<file path="src/rtl/irx_pkg.sv">
// Shared types, constants and helper functions of the image receiver.
`timescale 1ns / 1ps

package irx_pkg;

	localparam int SIZE_W      = 24;
	localparam int CRC_W       = 32;
	localparam int OFF_W       = 21;
	localparam int SECT_W      = 8;
	localparam int WORD_W      = 64;
	localparam int LANE_COUNT  = 16;
	localparam int FIFO_DEPTH  = 4;
	localparam int FIFO_PTR_W  = 2;
	localparam int FIFO_CNT_W  = 3;
	localparam int APB_DATA_W  = 32;
	localparam int APB_ADDR_W  = 3;

	localparam logic [CRC_W-1:0]  CRC_POLY = 32'hEDB88320;
	localparam logic [7:0]        PAD_BYTE = 8'hFF;
	localparam logic [SECT_W-1:0] SECT_MAX = 8'd255;

	localparam logic REG_EXPECTED_SIZE = 1'b0;
	localparam logic REG_EXPECTED_CRC  = 1'b1;

	typedef enum logic [1:0] {
		ACT_BEGIN  = 2'd0,
		ACT_DATA   = 2'd1,
		ACT_FINISH = 2'd2,
		ACT_FAULT  = 2'd3
	} action_t;

	typedef enum logic [1:0] {
		KIND_STATUS  = 2'd0,
		KIND_ERASE   = 2'd1,
		KIND_PROGRAM = 2'd2
	} kind_t;

	typedef enum logic [1:0] {
		ST_OK    = 2'd0,
		ST_ERROR = 2'd1,
		ST_FLASH = 2'd2
	} status_t;

	typedef struct packed {
		action_t    action;
		logic [7:0] data_byte;
		logic       chunk_last;
	} in_item_t;

	typedef struct packed {
		kind_t              kind;
		status_t            status;
		logic [OFF_W-1:0]   byte_offset;
		logic [SECT_W-1:0]  sector_count;
		logic [WORD_W-1:0]  word_low;
		logic [WORD_W-1:0]  word_high;
		logic               last;
	} out_item_t;

	typedef struct packed {
		logic [SIZE_W-1:0] expected_size;
		logic [CRC_W-1:0]  expected_crc;
	} cfg_t;

	typedef struct packed {
		logic [1:0] count;
		out_item_t  item0;
		out_item_t  item1;
	} push_t;

	function automatic out_item_t make_result(kind_t kind, status_t status,
			logic [OFF_W-1:0] offset, logic [SECT_W-1:0] sectors,
			logic [WORD_W-1:0] lo, logic [WORD_W-1:0] hi);
		out_item_t r;
		r.kind         = kind;
		r.status       = status;
		r.byte_offset  = offset;
		r.sector_count = sectors;
		r.word_low     = lo;
		r.word_high    = hi;
		r.last         = 1'b0;
		return r;
	endfunction

	function automatic out_item_t make_status(status_t status);
		return make_result(KIND_STATUS, status, '0, '0, '0, '0);
	endfunction

	// Reflected CRC-32 over one byte, with inversion on entry and exit.
	function automatic logic [CRC_W-1:0] crc_byte(logic [CRC_W-1:0] crc, logic [7:0] b);
		logic [CRC_W-1:0] c;
		c = ~crc ^ {24'd0, b};
		for (int i = 0; i < 8; i++) begin
			c = (c >> 1) ^ (c[0] ? CRC_POLY : '0);
		end
		return ~c;
	endfunction

endpackage

</file>
<file path="src/rtl/irx_stream_if.sv">
// Valid/ready item channel with a typed payload.
`timescale 1ns / 1ps

interface irx_stream_if #(parameter type T = logic);
	logic valid;
	logic ready;
	T     data;

	modport source (output valid, output data, input ready);
	modport sink (input valid, input data, output ready);
endinterface

</file>
<file path="src/rtl/irx_proc.sv">
// Input register, session state and per-item result formation.
`timescale 1ns / 1ps

module irx_proc #(
	parameter int MAX_IMAGE_BYTES = 1048576,
	parameter int SECTOR_BYTES    = 8192,
	parameter int WORD_BYTES      = 16
) (
	input  logic              clk,
	input  logic              arst_n,
	irx_stream_if.sink        image,
	input  irx_pkg::cfg_t     cfg,
	input  logic              room,
	output irx_pkg::push_t    push
);

	localparam int FILL_W     = $clog2(WORD_BYTES);
	localparam int DIV_W      = irx_pkg::SIZE_W + 1;
	localparam int RECIP_W    = DIV_W + 1;
	localparam int PROD_W     = DIV_W + RECIP_W;
	localparam int SECT_SHIFT = DIV_W + $clog2(SECTOR_BYTES);
	localparam longint unsigned SECT_RECIP =
		((64'd1 << SECT_SHIFT) + 64'(SECTOR_BYTES) - 64'd1) / 64'(SECTOR_BYTES);

	logic                           valid_s1;
	irx_pkg::in_item_t              item_s1;
	logic                           fire;

	logic [irx_pkg::SIZE_W-1:0]     count_q, count_d;
	logic [irx_pkg::OFF_W-1:0]      offset_q, offset_d;
	logic [irx_pkg::CRC_W-1:0]      crc_q, crc_d;
	logic [FILL_W-1:0]              fill_q, fill_d;
	logic                           active_q, active_d;
	logic                           chunk_err_q, chunk_err_d;
	logic [7:0]                     buf_q [WORD_BYTES];
	logic                           buf_we;

	logic [8*WORD_BYTES-1:0]        word_bytes;
	logic [2*irx_pkg::WORD_W-1:0]   word_full;
	logic                           begin_ok;
	logic [DIV_W-1:0]               size_m1;
	logic [PROD_W-1:0]              prod;
	logic [irx_pkg::SECT_W-1:0]     sectors;

	assign fire        = valid_s1 && room;
	assign image.ready = !valid_s1 || room;

	always_ff @(posedge clk or negedge arst_n) begin
		if (!arst_n) begin
			valid_s1 <= 1'b0;
		end else if (image.valid && image.ready) begin
			valid_s1 <= 1'b1;
		end else if (fire) begin
			valid_s1 <= 1'b0;
		end
	end

	always_ff @(posedge clk) begin
		if (image.valid && image.ready) begin
			item_s1 <= image.data;
		end
	end

	// Sector count: the ceiling of size over sector size, saturated, by reciprocal multiplication.
	assign size_m1 = DIV_W'(cfg.expected_size) - DIV_W'(1);
	assign prod    = PROD_W'(size_m1) * PROD_W'(SECT_RECIP);
	assign sectors = (size_m1 >= DIV_W'(255 * SECTOR_BYTES)) ? irx_pkg::SECT_MAX
		: prod[SECT_SHIFT +: irx_pkg::SECT_W] + irx_pkg::SECT_W'(1);

	assign begin_ok = (cfg.expected_size != '0) &&
		(DIV_W'(cfg.expected_size) <= DIV_W'(MAX_IMAGE_BYTES));

	// Word lanes: stored bytes below the fill point, then the incoming byte or padding.
	always_comb begin
		for (int i = 0; i < WORD_BYTES; i++) begin
			if (FILL_W'(i) < fill_q) begin
				word_bytes[8*i +: 8] = buf_q[i];
			end else if (item_s1.action == irx_pkg::ACT_DATA) begin
				word_bytes[8*i +: 8] = item_s1.data_byte;
			end else begin
				word_bytes[8*i +: 8] = irx_pkg::PAD_BYTE;
			end
		end
		word_full = (2*irx_pkg::WORD_W)'(word_bytes);
	end

	always_comb begin
		irx_pkg::out_item_t r0;
		irx_pkg::out_item_t r1;
		irx_pkg::out_item_t prog;
		logic [1:0]         nres;

		count_d     = count_q;
		offset_d    = offset_q;
		crc_d       = crc_q;
		fill_d      = fill_q;
		active_d    = active_q;
		chunk_err_d = chunk_err_q;
		buf_we      = 1'b0;
		r0          = irx_pkg::make_status(irx_pkg::ST_OK);
		r1          = irx_pkg::make_status(irx_pkg::ST_OK);
		nres        = 2'd0;
		prog        = irx_pkg::make_result(irx_pkg::KIND_PROGRAM, irx_pkg::ST_OK, offset_q,
			'0, word_full[irx_pkg::WORD_W-1:0],
			word_full[2*irx_pkg::WORD_W-1:irx_pkg::WORD_W]);

		case (item_s1.action)
			irx_pkg::ACT_BEGIN: begin
				if (!begin_ok) begin
					r0 = irx_pkg::make_status(irx_pkg::ST_ERROR);
				end else begin
					count_d     = '0;
					offset_d    = '0;
					crc_d       = '0;
					fill_d      = '0;
					chunk_err_d = 1'b0;
					active_d    = 1'b1;
					r0 = irx_pkg::make_result(irx_pkg::KIND_ERASE, irx_pkg::ST_OK, '0,
						sectors, '0, '0);
				end
				nres = 2'd1;
			end
			irx_pkg::ACT_DATA: begin
				if (!active_q || (count_q >= cfg.expected_size)) begin
					chunk_err_d = 1'b1;
				end else begin
					crc_d   = irx_pkg::crc_byte(crc_q, item_s1.data_byte);
					count_d = count_q + irx_pkg::SIZE_W'(1);
					buf_we  = 1'b1;
					if (fill_q == FILL_W'(WORD_BYTES - 1)) begin
						r0       = prog;
						nres     = 2'd1;
						offset_d = offset_q + irx_pkg::OFF_W'(WORD_BYTES);
						fill_d   = '0;
					end else begin
						fill_d = fill_q + FILL_W'(1);
					end
				end
				if (item_s1.chunk_last) begin
					if (nres == 2'd0) begin
						r0 = irx_pkg::make_status(chunk_err_d ? irx_pkg::ST_ERROR
							: irx_pkg::ST_OK);
					end else begin
						r1 = irx_pkg::make_status(chunk_err_d ? irx_pkg::ST_ERROR
							: irx_pkg::ST_OK);
					end
					nres        = nres + 2'd1;
					chunk_err_d = 1'b0;
				end
			end
			irx_pkg::ACT_FINISH: begin
				if (!active_q) begin
					r0   = irx_pkg::make_status(irx_pkg::ST_ERROR);
					nres = 2'd1;
				end else begin
					if (fill_q != '0) begin
						r0       = prog;
						nres     = 2'd1;
						offset_d = offset_q + irx_pkg::OFF_W'(WORD_BYTES);
						fill_d   = '0;
					end
					active_d = 1'b0;
					if (nres == 2'd0) begin
						r0 = irx_pkg::make_status(((count_q == cfg.expected_size) &&
							(crc_q == cfg.expected_crc)) ? irx_pkg::ST_OK : irx_pkg::ST_ERROR);
					end else begin
						r1 = irx_pkg::make_status(((count_q == cfg.expected_size) &&
							(crc_q == cfg.expected_crc)) ? irx_pkg::ST_OK : irx_pkg::ST_ERROR);
					end
					nres = nres + 2'd1;
				end
			end
			irx_pkg::ACT_FAULT: begin
				active_d = 1'b0;
				r0       = irx_pkg::make_status(irx_pkg::ST_FLASH);
				nres     = 2'd1;
			end
			default: begin
				nres = 2'd0;
			end
		endcase

		if (nres == 2'd1) begin
			r0.last = 1'b1;
		end else if (nres == 2'd2) begin
			r1.last = 1'b1;
		end

		push.count = fire ? nres : 2'd0;
		push.item0 = r0;
		push.item1 = r1;
	end

	always_ff @(posedge clk or negedge arst_n) begin
		if (!arst_n) begin
			count_q     <= '0;
			offset_q    <= '0;
			crc_q       <= '0;
			fill_q      <= '0;
			active_q    <= 1'b0;
			chunk_err_q <= 1'b0;
		end else if (fire) begin
			count_q     <= count_d;
			offset_q    <= offset_d;
			crc_q       <= crc_d;
			fill_q      <= fill_d;
			active_q    <= active_d;
			chunk_err_q <= chunk_err_d;
		end
	end

	always_ff @(posedge clk) begin
		if (fire && buf_we) begin
			buf_q[fill_q] <= item_s1.data_byte;
		end
	end

endmodule

</file>
<file path="src/flat_wrapper.sv">
// flat-port wrapper written by rule: the top's interface ports become plain ports
module irx_proc_flat 
#(
	parameter int MAX_IMAGE_BYTES = 1048576,
	parameter int SECTOR_BYTES    = 8192,
	parameter int WORD_BYTES      = 16
)
  (clk, arst_n, cfg, room, push, image_valid, image_data, image_ready);
  irx_stream_if image_i ();
  input  logic clk;
  input  logic arst_n;
  input  irx_pkg::cfg_t cfg;
  input  logic room;
  output irx_pkg::push_t push;
  input wire logic [$bits(image_i.valid)-1:0] image_valid;
  input wire logic [$bits(image_i.data)-1:0] image_data;
  output wire logic [$bits(image_i.ready)-1:0] image_ready;
  assign image_i.valid = image_valid;
  assign image_i.data = image_data;
  assign image_ready = image_i.ready;
  irx_proc #(.MAX_IMAGE_BYTES(MAX_IMAGE_BYTES), .SECTOR_BYTES(SECTOR_BYTES), .WORD_BYTES(WORD_BYTES)) u_core (.clk(clk), .arst_n(arst_n), .image(image_i), .cfg(cfg), .room(room), .push(push));
endmodule
</file>
<file path="config.mk">
export PLATFORM = sky130hd
export DESIGN_NAME = irx_proc_flat
export DESIGN_NICKNAME = d
export VERILOG_FILES = /design/src/rtl/irx_pkg.sv /design/src/rtl/irx_stream_if.sv /design/src/rtl/irx_proc.sv /design/src/flat_wrapper.sv
export SDC_FILE = /design/constraint.sdc
export NUM_CORES = 1
export LEC_CHECK = 0
export ABC_AREA = 1
export BUFFER_PORTS_ARGS = -buffer_cell sky130_fd_sc_hd__buf_4
export CORE_AREA = 8 8 145 147
export CTS_CLUSTER_DIAMETER = 200
export DETAILED_ROUTE_END_ITERATION = 8
export DIE_AREA = 0 0 153 155
export GPL_TIMING_DRIVEN = 1
export MAX_ROUTING_LAYER = met4
export PLACE_DENSITY = 0.55
export SETUP_SLACK_MARGIN = 0.15
export SLEW_MARGIN = 40
export SYNTH_ARGS = -nofsm -noshare
export SYNTH_HDL_FRONTEND = slang
export SYNTH_SLANG_ARGS = --single-unit
</file>
<file path="constraint.sdc">
create_clock -name clk -period 2.3 [get_ports clk]
set_input_delay 0.23 -clock clk [delete_from_list [all_inputs] [get_ports clk]]
set_output_delay 0.23 -clock clk [all_outputs]
set_load 0.02 [all_outputs]
</file>
==> reports/summary.txt <==
RSZ-0062 raised after global routing - yes
Worst path required time - 2.07 ns
Worst r2r src - u_core.valid_s1
Most frequent CP cell - nand2_2
Nets - 628
DIE HEIGHT - 155 um
Via count - 2125
Yosys reg bits - 1
Vias per inst - 2.646
Worst hold path type - in2async
Max stage delay cell, worst path - a21oi_4
Skew-Pair Late Insertion Delay - 0 ns
Hpwl dp - 7.613 mm
Clk_skew - 0 ns
Antenna violations before repair - 1
Max Cap Viol - 0
Worst hold slack - 0.004805 ns
Tcrit/Tclk final - 92.07%
Multiplexer area fraction after synthesis - 0%
Synth unique cells - 23
Vias in the first global route - 2241
Max stage delay on crit path - 0.27 ns
Layout cells sized above 1 - 24.65%
CP cell instances - buf_8, nor2_4, nand2_4, buf_12, nor2_8, nand3_4, nand2_2, nand2_2, nand2_2, nor2_4, a21oi_4, o21ai_1, nand2_1, inv_2, buf_6
Routed len/inst - 10.15 um
Post-route ant nets - 0
CP Capture Type - primary output
CP Class - in2out
Compound-Gate Fraction of Synth Area - 1.084%
Non-Filler Instances - 803
Final hold viol count - 0
P per Cell Area - 221.1 mW/mm2
GPL Wtd Cong - 0.8242
Die area - 0.02372 mm2
Status - complete, no violations
Synth Area in XOR/XNOR - 0.5234%
Syn Area/Cell - 6.537 um2
Core area - 0.01895 mm2
Sequential area share after synthesis - 0.7477%
Mapped Cells - 512
Synth Warn # - 0
Peak fanout along the critical path - 8
Final Setup Violations - 0
Total global routing overflow - 0
Largest family of logic cells by synthesized area - buffers and inverters
Mapped Area - 0.003347 mm2
Largest regs - u_core.valid_s1: 1 flops
Largest Register - u_core.valid_s1
DRC errors left - 0
Setup crit start - cfg[34]
IO Port Bufs - 39
Total track usage - 5.936%
FMAX - 472.3 MHz
Top Ports - 388
Placed cells - 794
Leakage - 1.926 nW
Drt pass-1 iters - 4
Cell Rows - 51
Post-synth EDFFs - 0
Clk pin slew, worst setup/hold paths - 0 ns
Initial core utilization - 17.66%
Pre-CTS WS - -0.004304 ns
WL final - 8.154 mm
Die width - 153 um
Asr flop ratio synth - 100.0%
Synth Flop Type - dfrtp_1
P&R area growth vs syn - -2.280%
Crit path DAT - 1.89 ns
Simple-gate share of the synthesized area - 22.58%
Final worst slack - 0.1825 ns
Kind of cell adding the most delay to the critical path - simple AND/OR/NAND/NOR gates
First-pass GRT wire length - 11.64 mm
Max reg flops - 1
Hold_buf cts - 0
Maximum VDD drop - 0.07652 mV
Buf/Inv on CP - 4
Final Max Slew Viols - 0
Largest net degree at the start of global routing - 10
Initial DRC count - 44
Crit start category - input port
Min Tclk post-route - 2.118 ns
Adder-cell share of the synthesized area - 0.3738%
-- routing by layer --
metal  part of all wire (%)  wire length, um  track usage [%]
met4                      0                0                0
met2                     51             4168            10.05
met5                      0                0                -
met3                     11              901            2.607
met1                     38             3084            6.806
-- cells by family (layout without fill, tap and decap cells) --
kind of cell | count (synthesis) | after routing
flops | 1 | 1
fa+ha+maj | 1 | 1
xor+xnor | 2 | 2
compound gates | 5 | 5
simple gates | 154 | 154
other cells | 2 | 316
buf+inv | 347 | 86
-- timing repair --
action / in CTS / in global routing
endpoints found under the setup margin: 8 / 8
buffers inserted: 8 / 0
pin swaps: 25 / 28
resized for setup: 61 / 48
-- final timing paths --
check | endpoint | slack (ns) | cells past startpoint
max reg2reg | u_core.valid_s1 | 1.70 | 2
max | push[298] | 0.18 | 15
min reg2reg | u_core.valid_s1 | 0.48 | 2
min in group clk | u_core.valid_s1 | 0.42 | 3
max in group asynchronous | u_core.valid_s1 | 2.21 | 1
min | u_core.valid_s1 | 0.005 | 1
-- cell usage in the layout, fill, tap and decap left out, types with 3 or more instances in the layout --
| cell type | n |
|---|---|
| inv_1 | 23 |
| nor2_2 | 7 |
| nor2_1 | 14 |
| nand3_4 | 4 |
| nand3b_1 | 4 |
| nand2_4 | 10 |
| nand4_1 | 6 |
| conb_1 | 315 |
| inv_2 | 6 |
| nand2_1 | 44 |
| nor2_4 | 22 |
| nand2_2 | 21 |
| nand3_1 | 12 |
| buf_4 | 39 |
| buf_6 | 13 |
| nand3_2 | 8 |
| o21ai_0 | 3 |
| buf_8 | 3 |
-- Yosys cell counts, types with 2 or more instances --
cell type / instances / area [um2]
nand2_1: 66 / 247.7
o21ai_0: 3 / 15.01
inv_1: 29 / 108.9
conb_1: 2 / 7.510
nand3_2: 3 / 30.03
nor2_2: 5 / 31.28
nand2_2: 9 / 56.30
nand4_1: 6 / 37.54
nand3_1: 20 / 100.1
nor2_4: 4 / 45.04
nand3b_1: 4 / 30.03
nor2_1: 34 / 127.6
buf_4: 317 / 2380
-- per-stage QoR --
step                 TNS [ns]   power, W  util [%]  area (um2)
detailed placement  -0.004304  0.0006339     14.84        2813
finish                      0  0.0007230     17.26        3271
global placement     -0.01380  0.0006328     14.84        2813
CTS                         0  0.0006705     16.39        3105
floorplan                   0  0.0009612         -        4522
global route                0  0.0007762     17.26        3271
-- where the power goes --
part	switching, W	internal (W)	total [W]
Combinational	0.000600	0.000104	0.000703
Clock	0	0.0000000000581	0.0000000000581
Sequential	0.000000515	0.0000191	0.0000196
Total	0.000600	0.000123	0.000723
-- area by class of cell --
| type | instances | area, um2 |
|---|---|---|
| fill | 2212 | 15680 |
| multi-input combinational | 477 | 2325 |
| timing repair buffer | 56 | 504.2 |
| tap | 238 | 297.8 |
| inverter | 30 | 116.4 |
| sequential | 1 | 25.02 |
| antenna | 1 | 2.502 |
(Power assumes the default switching activity.)
