### config.mk
export PLATFORM = sky130hd
export DESIGN_NAME = irx_out_fifo_flat
export DESIGN_NICKNAME = d
export VERILOG_FILES = /design/src/rtl/irx_pkg.sv /design/src/rtl/irx_stream_if.sv /design/src/rtl/irx_out_fifo.sv /design/src/flat_wrapper.sv
export SDC_FILE = /design/constraint.sdc
export NUM_CORES = 1
export LEC_CHECK = 0
export ABC_AREA = 1
export ABC_CLOCK_PERIOD_IN_PS = 1400
export BUFFER_PORTS_ARGS = -buffer_cell sky130_fd_sc_hd__clkbuf_2
export CORE_AREA = 2 2 130 132
export DETAILED_ROUTE_END_ITERATION = 10
export DIE_AREA = 0 0 132 134
export HOLD_SLACK_MARGIN = 0.15
export PLACE_DENSITY = 0.44
export SLEW_MARGIN = 25
export SYNTH_ARGS = -nofsm -noshare
export SYNTH_HDL_FRONTEND = slang
export SYNTH_SLANG_ARGS = --single-unit
### constraint.sdc
create_clock -name clk -period 1.4 [get_ports clk]
set_input_delay 0.21 -clock clk [delete_from_list [all_inputs] [get_ports clk]]
set_output_delay 0.21 -clock clk [all_outputs]
set_load 0.005 [all_outputs]
### src/rtl/irx_pkg.sv
// Shared types, constants and helper functions of the image receiver.
`timescale 1ns / 1ps

package irx_pkg;

	localparam int SIZE_W      = 24;
	localparam int CRC_W       = 32;
	localparam int OFF_W       = 21;
	localparam int SECT_W      = 8;
	localparam int WORD_W      = 64;
	localparam int LANE_COUNT  = 16;
	localparam int FIFO_DEPTH  = 4;
	localparam int FIFO_PTR_W  = 2;
	localparam int FIFO_CNT_W  = 3;
	localparam int APB_DATA_W  = 32;
	localparam int APB_ADDR_W  = 3;

	localparam logic [CRC_W-1:0]  CRC_POLY = 32'hEDB88320;
	localparam logic [7:0]        PAD_BYTE = 8'hFF;
	localparam logic [SECT_W-1:0] SECT_MAX = 8'd255;

	localparam logic REG_EXPECTED_SIZE = 1'b0;
	localparam logic REG_EXPECTED_CRC  = 1'b1;

	typedef enum logic [1:0] {
		ACT_BEGIN  = 2'd0,
		ACT_DATA   = 2'd1,
		ACT_FINISH = 2'd2,
		ACT_FAULT  = 2'd3
	} action_t;

	typedef enum logic [1:0] {
		KIND_STATUS  = 2'd0,
		KIND_ERASE   = 2'd1,
		KIND_PROGRAM = 2'd2
	} kind_t;

	typedef enum logic [1:0] {
		ST_OK    = 2'd0,
		ST_ERROR = 2'd1,
		ST_FLASH = 2'd2
	} status_t;

	typedef struct packed {
		action_t    action;
		logic [7:0] data_byte;
		logic       chunk_last;
	} in_item_t;

	typedef struct packed {
		kind_t              kind;
		status_t            status;
		logic [OFF_W-1:0]   byte_offset;
		logic [SECT_W-1:0]  sector_count;
		logic [WORD_W-1:0]  word_low;
		logic [WORD_W-1:0]  word_high;
		logic               last;
	} out_item_t;

	typedef struct packed {
		logic [SIZE_W-1:0] expected_size;
		logic [CRC_W-1:0]  expected_crc;
	} cfg_t;

	typedef struct packed {
		logic [1:0] count;
		out_item_t  item0;
		out_item_t  item1;
	} push_t;

	function automatic out_item_t make_result(kind_t kind, status_t status,
			logic [OFF_W-1:0] offset, logic [SECT_W-1:0] sectors,
			logic [WORD_W-1:0] lo, logic [WORD_W-1:0] hi);
		out_item_t r;
		r.kind         = kind;
		r.status       = status;
		r.byte_offset  = offset;
		r.sector_count = sectors;
		r.word_low     = lo;
		r.word_high    = hi;
		r.last         = 1'b0;
		return r;
	endfunction

	function automatic out_item_t make_status(status_t status);
		return make_result(KIND_STATUS, status, '0, '0, '0, '0);
	endfunction

	// Reflected CRC-32 over one byte, with inversion on entry and exit.
	function automatic logic [CRC_W-1:0] crc_byte(logic [CRC_W-1:0] crc, logic [7:0] b);
		logic [CRC_W-1:0] c;
		c = ~crc ^ {24'd0, b};
		for (int i = 0; i < 8; i++) begin
			c = (c >> 1) ^ (c[0] ? CRC_POLY : '0);
		end
		return ~c;
	endfunction

endpackage

### src/rtl/irx_stream_if.sv
// Valid/ready item channel with a typed payload.
`timescale 1ns / 1ps

interface irx_stream_if #(parameter type T = logic);
	logic valid;
	logic ready;
	T     data;

	modport source (output valid, output data, input ready);
	modport sink (input valid, input data, output ready);
endinterface

### src/rtl/irx_out_fifo.sv
// Result queue that takes up to two items a cycle and hands out one.
`timescale 1ns / 1ps

module irx_out_fifo (
	input  logic            clk,
	input  logic            arst_n,
	input  irx_pkg::push_t  push,
	output logic            room,
	irx_stream_if.source    cmd
);

	irx_pkg::out_item_t                  mem [irx_pkg::FIFO_DEPTH];
	logic [irx_pkg::FIFO_PTR_W-1:0]      wptr_q;
	logic [irx_pkg::FIFO_PTR_W-1:0]      rptr_q;
	logic [irx_pkg::FIFO_CNT_W-1:0]      count_q;
	logic                                pop;

	assign pop       = cmd.valid && cmd.ready;
	assign room      = count_q <= irx_pkg::FIFO_CNT_W'(irx_pkg::FIFO_DEPTH - 2);
	assign cmd.valid = count_q != '0;
	assign cmd.data  = mem[rptr_q];

	always_ff @(posedge clk or negedge arst_n) begin
		if (!arst_n) begin
			wptr_q  <= '0;
			rptr_q  <= '0;
			count_q <= '0;
		end else begin
			wptr_q  <= wptr_q + irx_pkg::FIFO_PTR_W'(push.count);
			rptr_q  <= rptr_q + irx_pkg::FIFO_PTR_W'(pop);
			count_q <= count_q + irx_pkg::FIFO_CNT_W'(push.count)
				- irx_pkg::FIFO_CNT_W'(pop);
		end
	end

	always_ff @(posedge clk) begin
		if (push.count != 2'd0) begin
			mem[wptr_q] <= push.item0;
		end
		if (push.count == 2'd2) begin
			mem[wptr_q + irx_pkg::FIFO_PTR_W'(1)] <= push.item1;
		end
	end

endmodule

### src/flat_wrapper.sv
// flat-port wrapper written by rule: the top's interface ports become plain ports
module irx_out_fifo_flat 
  (clk, arst_n, push, room, cmd_valid, cmd_data, cmd_ready);
  irx_stream_if cmd_i ();
  input  logic clk;
  input  logic arst_n;
  input  irx_pkg::push_t push;
  output logic room;
  output wire logic [$bits(cmd_i.valid)-1:0] cmd_valid;
  output wire logic [$bits(cmd_i.data)-1:0] cmd_data;
  input wire logic [$bits(cmd_i.ready)-1:0] cmd_ready;
  assign cmd_valid = cmd_i.valid;
  assign cmd_data = cmd_i.data;
  assign cmd_i.ready = cmd_ready;
  irx_out_fifo u_core (.clk(clk), .arst_n(arst_n), .push(push), .room(room), .cmd(cmd_i));
endmodule
==> results.sh, run 1 <==
export IMPL_post_dp_hpwl_mm=1.397
export IMPL_clockPowerShare_pct=26.1
export IMPL_synthArstFlopShare_pct=63.64
export IMPL_cap_viol_max_count=0
export IMPL_wl_per_cell_um=5.296
export IMPL_i_o_pin_count=332
export IMPL_post_synth_and_or_nand_nor_area_fraction_pct=26.55
export IMPL_crit_arrival_ns=1.63
export IMPL_grt_start_max_net_pins=9
export IMPL_route_top_layer_used="met4"
export IMPL_p_sw_share_pct=35.77
export IMPL_worst_slew_margin_rel_pct=82.02
export IMPL_grt_total_usage_pct=2.284
export IMPL_ys_warn_count=0
export IMPL_largest_area_contributor_in_the_netlist="dfrtp_1"
export IMPL_tightest_slew_ns=0.2688
export IMPL_leakage_power_figure_nw=0.4260
export IMPL_setup_viol_count_final=2
export IMPL_switching_power_mw=0.7135
export IMPL_port_buf_inserts=9
export IMPL_std_cell_rows=47
export IMPL_post_route_cells_drive_above_1_share_pct=31.91
export IMPL_drt_iter0_markers=15
export IMPL_drc=0
export IMPL_final_net_count=428
export IMPL_routed_length_on_met1_um=877
export IMPL_share_comb_of_total_power_pct=42.5
export IMPL_int_power_mw=1.281
export IMPL_die_width_um=132
export IMPL_drt_antenna_violating_nets=0
export IMPL_run_status="complete, but fails checks"
export IMPL_yosys_cell_count_top_type="nand2_1"
export IMPL_synth_top_family_by_area="simple AND/OR/NAND/NOR gates"
export IMPL_number_of_clock_buffers_inserted_by_tritoncts=3
export IMPL_routed_wl_mm=1.663
export IMPL_starting_density_pct=3.963
export IMPL_critPathRequiredTime_ns=1.57
export IMPL_muxShareOfSynthArea_pct=0
export IMPL_critPathMaxFanout=2
export IMPL_finalHoldWorstSlack_ns=0.2997
export IMPL_area_growth_syn_to_layout_pct=74.03
export IMPL_yosys_most_used_dff="dfrtp_1"
export IMPL_cts_max_path_buffers=2
export IMPL_synth_seq_area_share_pct=45.74
export IMPL_flops_latches_synth=11
export IMPL_final_setup_tns_ns=-0.1049
export IMPL_vias_in_the_first_global_route=548
export IMPL_cts_htree_levels=1
export IMPL_firstDrtPassIters=5
export IMPL_worst_slack_ns=-0.05875
export IMPL_compound_gate_portion_of_the_synthesized_area_pct=8.527
export IMPL_grt_setup_unrepaired="true"
export IMPL_finalHoldViolCount=0
export IMPL_synthAdderAreaFrac_pct=8.915
export IMPL_power_density_mw_per_mm2=1775
export IMPL_routed_wl_met2_um=592
export IMPL_synthesis_nets=408
export IMPL_final_max_slew_violation_count=0
export IMPL_antenna_cells=0
export IMPL_top_cells_by_count_synth="nand2_1 (20), dfrtp_1 (7), inv_1 (7), nand3_1 (7)"
export IMPL_die_area_sq_mm=0.01769
export IMPL_fin_area_sq_mm=0.001124
export IMPL_antenna_found_initial=0
export IMPL_clock_tree_root_cell="clkbuf_16"
export IMPL_yosys_area_top_type_share_pct=27.13
export IMPL_violations="setup timing"
export IMPL_synth_area_leaders="dfrtp_1 (27%), edfxtp_1 (19%), nand2_1 (12%), ha_1 (5.8%), nand3_1 (5.4%)"
export IMPL_pwr_share_seq_pct=31.5
export IMPL_yosys_cell_types_count=17
export IMPL_clkSinkCount=11
export IMPL_part_of_the_cycle_the_worst_path_needs_pct=104.2
export IMPL_synth_xor_xnor_area_share_pct=2.713
export IMPL_place_congestion=0.6772
export IMPL_first_pass_grt_wire_length_mm=2.760
export IMPL_routed_via_count=554
export IMPL_setup_worst_path_start_class="register"
export IMPL_finalClockSkew_ns=0.0002596
export IMPL_fmax_mhz=685.5
export IMPL_synth_cells=75
export IMPL_cts_reportedPaths_clkPinSlew_ns=0.04
export IMPL_detailroute_wirelength_met3_um=140
export IMPL_synth_edff_count=4
export IMPL_final_period_minus_worst_setup_slack_ns=1.459
export IMPL_gr_ovfl_total=0
export IMPL_dpl_cell_area_sq_mm=0.001005
export IMPL_critical_path_class="reg2reg"
export IMPL_synth_avg_cell_area_sq_um=8.608
export IMPL_holdCritPathClass="in2reg"
export IMPL_die_height_um=134
export IMPL_avgViaCountPerCell=1.764
export IMPL_post_synth_instance_area_sq_um=645.6
export IMPL_core_area_sq_mm=0.01629
export IMPL_clkLatencyLatePin_ns=0.24
export IMPL_clock_tree_from_tritoncts="yes"
export IMPL_final_util_pct=6.898
export IMPL_vdd_drop_max_v=0.0003899
export IMPL_critPathCaptureType="register"
export IMPL_power_total_mw=1.995
## layout by cell type, fill, tap and decap left out, types with 2 or more instances in the layout
cell / synthesis / routed
o21ai_2: 0 / 2
clkbuf_16: 0 / 3
dfrtp_1: 7 / 7
buf_4: 0 / 6
nand2_1: 20 / 19
nand3_1: 7 / 6
ha_1: 3 / 2
inv_1: 7 / 6
clkbuf_2: 0 / 7
edfxtp_1: 4 / 4
inv_2: 3 / 4
o31ai_1: 4 / 4
buf_6: 1 / 2
nor2_1: 5 / 4
nand4_1: 5 / 5
## cell type report
class / count / area [sq um]
clock buffers: 4 / 78.83
well taps: 220 / 275.3
inverters: 10 / 37.54
flip-flops and latches: 11 / 295.3
fillers: 1928 / 15170
repair buffers: 16 / 112.6
multi-input cells: 53 / 324.1
## kinds of logic after synthesis
family	after synthesis
AO/OA/AOI/OAI	9
XOR/XNOR	2
flip-flops	11
adder cells (fa/ha/maj)	4
AND/OR/NAND/NOR	38
buffers and inverters	11
## path summary, 6_finish.rpt
path                                    from                end  slack [ns]  cells after the start
max reg2reg                u_core.count_q[2]  u_core.count_q[1]       -0.06                      6
min                                cmd_ready   u_core.rptr_q[1]        0.30                      3
max                        u_core.count_q[2]  u_core.count_q[1]       -0.06                      6
max in group asynchronous             arst_n  u_core.count_q[2]        0.83                      2
min reg2reg                 u_core.rptr_q[1]   u_core.rptr_q[1]        0.47                      2
min in group asynchronous             arst_n  u_core.count_q[1]        0.39                      2
## sequential cells by signal (all words and copies together), names as in the netlist
| signal | flops |
|---|---|
| u_core.mem | 4 |
| u_core.wptr_q | 2 |
| u_core.rptr_q | 2 |
| u_core.count_q | 3 |
## stage by stage
step / worst slack, ns / std cells
after detailed placement: -0.08599 / 308
after CTS: -0.07984 / 316
after floorplan: -0.1157 / 75
final: -0.05875 / 314
after global placement: -0.07874 / 308
after global routing: -0.1338 / 314
## repair_timing
| item | CTS | global route |
|---|---|---|
| hold endpoints to repair | 7 | 0 |
| gates cloned | 0 | 0 |
| hold buffers | 1 | 0 |
| pin swaps | 4 | 2 |
| gates resized for setup | 4 | 7 |
| buffers inserted | 3 | 0 |
| endpoints found under the setup margin | 3 | 4 |
## power by group through the flow
stage	Clock (mW)	Sequential (mW)	Combinational, mW
2_1_floorplan	0	0.584	0.518
3_3_place_gp	0	0.623	0.765
3_5_place_dp	0	0.629	0.786
4_1_cts	0.538	0.622	0.860
5_1_grt	0.565	0.660	0.964
6_report	0.520	0.627	0.847
## per-layer routing
| metal | track usage (%) | up-vias |
|---|---|---|
| li1 | - | 291 |
| met1 | 2.889 | 240 |
| met2 | 2.517 | 18 |
| met3 | 1.701 | 5 |
| met4 | 1.630 | 0 |
| met5 | 0 | - |
## worst max-delay path: stages, from the launching register on
cell	delay (ns)
dfrtp_1	0.39
nor2_2	0.12
nand2_2	0.07
nand3_2	0.08
o21ai_2	0.06
ha_2	0.17
fa_2	0.51
No activity file was read; power rests on OpenSTA's default activity.
==> inputs of run 2 (changes only) <==
--- a/config.mk
+++ b/config.mk
@@ -13,6 +13,7 @@
 export DIE_AREA = 0 0 132 134
 export HOLD_SLACK_MARGIN = 0.15
 export PLACE_DENSITY = 0.44
+export RECOVER_POWER = 100
 export SLEW_MARGIN = 25
 export SYNTH_ARGS = -nofsm -noshare
 export SYNTH_HDL_FRONTEND = slang
==> results.sh, run 2 (synthesis gave the netlist of run 1 again) <==
export IMPL_cap_viol_max_count=0
export IMPL_die_width_um=132
export IMPL_largestRegisters="u_core.mem x4, u_core.count_q x3"
export IMPL_first_pass_grt_wire_length_mm=2.760
export IMPL_gr_ovfl_total=0
export IMPL_starting_density_pct=3.963
export IMPL_clkLatencyLatePin_ns=0.24
export IMPL_final_max_slew_violation_count=0
export IMPL_int_power_mw=1.281
export IMPL_routed_via_count=554
export IMPL_setup_viol_count_final=2
export IMPL_detailedPlace_worstSlack_ns=-0.08599
export IMPL_dpl_cell_area_sq_mm=0.001005
export IMPL_firstDrtPassIters=5
export IMPL_critPathCaptureType="register"
export IMPL_clock_tree_from_tritoncts="yes"
export IMPL_drt_iter0_markers=15
export IMPL_critPathRequiredTime_ns=1.57
export IMPL_fmax_mhz=685.5
export IMPL_dpl_cell_count=308
export IMPL_post_dp_hpwl_mm=1.397
export IMPL_drc=0
export IMPL_wl_per_cell_um=5.293
export IMPL_grt_start_max_net_pins=9
export IMPL_r2r_worst_path_cells=6
export IMPL_routed_wl_mm=1.662
export IMPL_post_route_cells_drive_above_1_share_pct=30.85
export IMPL_place_congestion=0.6772
export IMPL_share_comb_of_total_power_pct=42.5
export IMPL_final_setup_tns_ns=-0.1049
export IMPL_pwr_share_seq_pct=31.5
export IMPL_violations="setup timing"
export IMPL_commonest_non_fill_non_tap_cell_in_the_layout="nand2_1"
export IMPL_leakage_power_figure_nw=0.4230
export IMPL_cts_max_path_buffers=2
export IMPL_clock_tree_root_cell="clkbuf_16"
export IMPL_use_met2_pct=2.517
export IMPL_cp_top_family="adder cells"
export IMPL_grt_total_usage_pct=2.284
export IMPL_finalHoldViolCount=0
export IMPL_finalClockSkew_ns=0.0002596
export IMPL_flip_flop_count_of_the_largest_register_after_layout=4
export IMPL_run_status="complete, but fails checks"
export IMPL_clockPowerShare_pct=26.1
export IMPL_busiest_layer="met1"
export IMPL_antenna_cells=0
export IMPL_cts_htree_levels=1
export IMPL_finalHoldWorstSlack_ns=0.2997
export IMPL_holdCritPathClass="in2reg"
export IMPL_die_area_sq_mm=0.01769
export IMPL_cts_reportedPaths_clkPinSlew_ns=0.04
export IMPL_cell_chain_of_the_critical_path="nor2_2 > nand2_2 > nand3_2 > o21ai_2 > ha_2 > fa_2"
export IMPL_p_sw_share_pct=35.78
export IMPL_worstHoldPathCells=3
export IMPL_crit_path_max_incr_delay_ns=0.51
export IMPL_clkSinkCount=11
export IMPL_fin_area_sq_mm=0.001122
export IMPL_worst_slew_margin_rel_pct=70.98
export IMPL_power_density_mw_per_mm2=1777
export IMPL_grt_use_met1_pct=2.889
export IMPL_setup_worst_path_start_class="register"
export IMPL_cpMaxStageDelayCell="fa_2"
export IMPL_i_o_pin_count=332
export IMPL_grt_setup_unrepaired="true"
export IMPL_crit_buf_inv=0
export IMPL_std_cell_rows=47
export IMPL_largest_register="u_core.mem"
export IMPL_final_util_pct=6.890
export IMPL_critical_path_depth=6
export IMPL_tightest_slew_ns=0.4353
export IMPL_port_buf_inserts=9
export IMPL_vias_in_the_first_global_route=548
export IMPL_part_of_the_cycle_the_worst_path_needs_pct=104.2
export IMPL_core_area_sq_mm=0.01629
export IMPL_die_height_um=134
export IMPL_critical_path_class="reg2reg"
export IMPL_vdd_drop_max_v=0.0003899
export IMPL_number_of_clock_buffers_inserted_by_tritoncts=3
export IMPL_power_total_mw=1.994
export IMPL_critPathMaxFanout=2
export IMPL_switching_power_mw=0.7135
export IMPL_area_growth_syn_to_layout_pct=73.84
export IMPL_final_net_count=428
export IMPL_final_period_minus_worst_setup_slack_ns=1.459
export IMPL_antenna_found_initial=0
export IMPL_groute_layer_met3_usage_pct=1.701
export IMPL_drt_antenna_violating_nets=0
export IMPL_crit_arrival_ns=1.63
export IMPL_most_common_layout_cells="nand2_1 (19), dfrtp_1 (7)"
export IMPL_finish_cell_count_without_fillers=314
export IMPL_avgViaCountPerCell=1.764
export IMPL_worst_slack_ns=-0.05875
[run 2: cell counts in the layout (fill, tap and decap cells not counted)]
Identical to the previous run, type by type.
[run 2: worst reg2reg max path, delay by kind of cell (launching register included)]
kind | cells | cell delay, ns
adders and majority gates | 2 | 0.68
DFF | 1 | 0.39
and+or+nand+nor | 3 | 0.27
AOI/OAI and AO/OA | 1 | 0.06
[run 2: timing repair]
| item | 4_1_cts | 5_1_grt |
|---|---|---|
| hold buffers | 1 | 0 |
| setup endpoints to repair | 3 | 4 |
| buffers inserted | 3 | 0 |
| resized for setup | 4 | 7 |
| cloned | 0 | 0 |
| pin swaps | 4 | 2 |
| hold endpoints to repair | 7 | 0 |
[run 2: cell type report]
class | count | area [sq um]
multi-input combinational | 53 | 324.1
sequential | 11 | 295.3
inverter | 10 | 37.54
fill | 1929 | 15170
timing repair buffer | 16 | 111.4
clock buffer | 4 | 78.83
tap | 220 | 275.3
[run 2: final timing paths]
check | start | endpoint | slack, ns
max | u_core.count_q[2] | u_core.count_q[1] | -0.06
min | cmd_ready | u_core.rptr_q[1] | 0.30
max reg2reg | u_core.count_q[2] | u_core.count_q[1] | -0.06
min reg2reg | u_core.rptr_q[1] | u_core.rptr_q[1] | 0.47
max in group asynchronous | arst_n | u_core.count_q[2] | 0.64
min in group asynchronous | arst_n | u_core.count_q[1] | 0.46
[run 2: per-layer routing]
layer	wire length (um)	share of wire, %
met1	876	53
met5	0	0
met2	592	36
met4	53	3.2
met3	140	8.4
[run 2: power by group through the flow]
stage	clock, mW	combinational, mW	sequential [mW]
CTS	0.538	0.860	0.622
finish	0.520	0.847	0.627
global route	0.565	0.964	0.660
global placement	0	0.765	0.623
floorplan	0	0.518	0.584
detailed placement	0	0.786	0.629
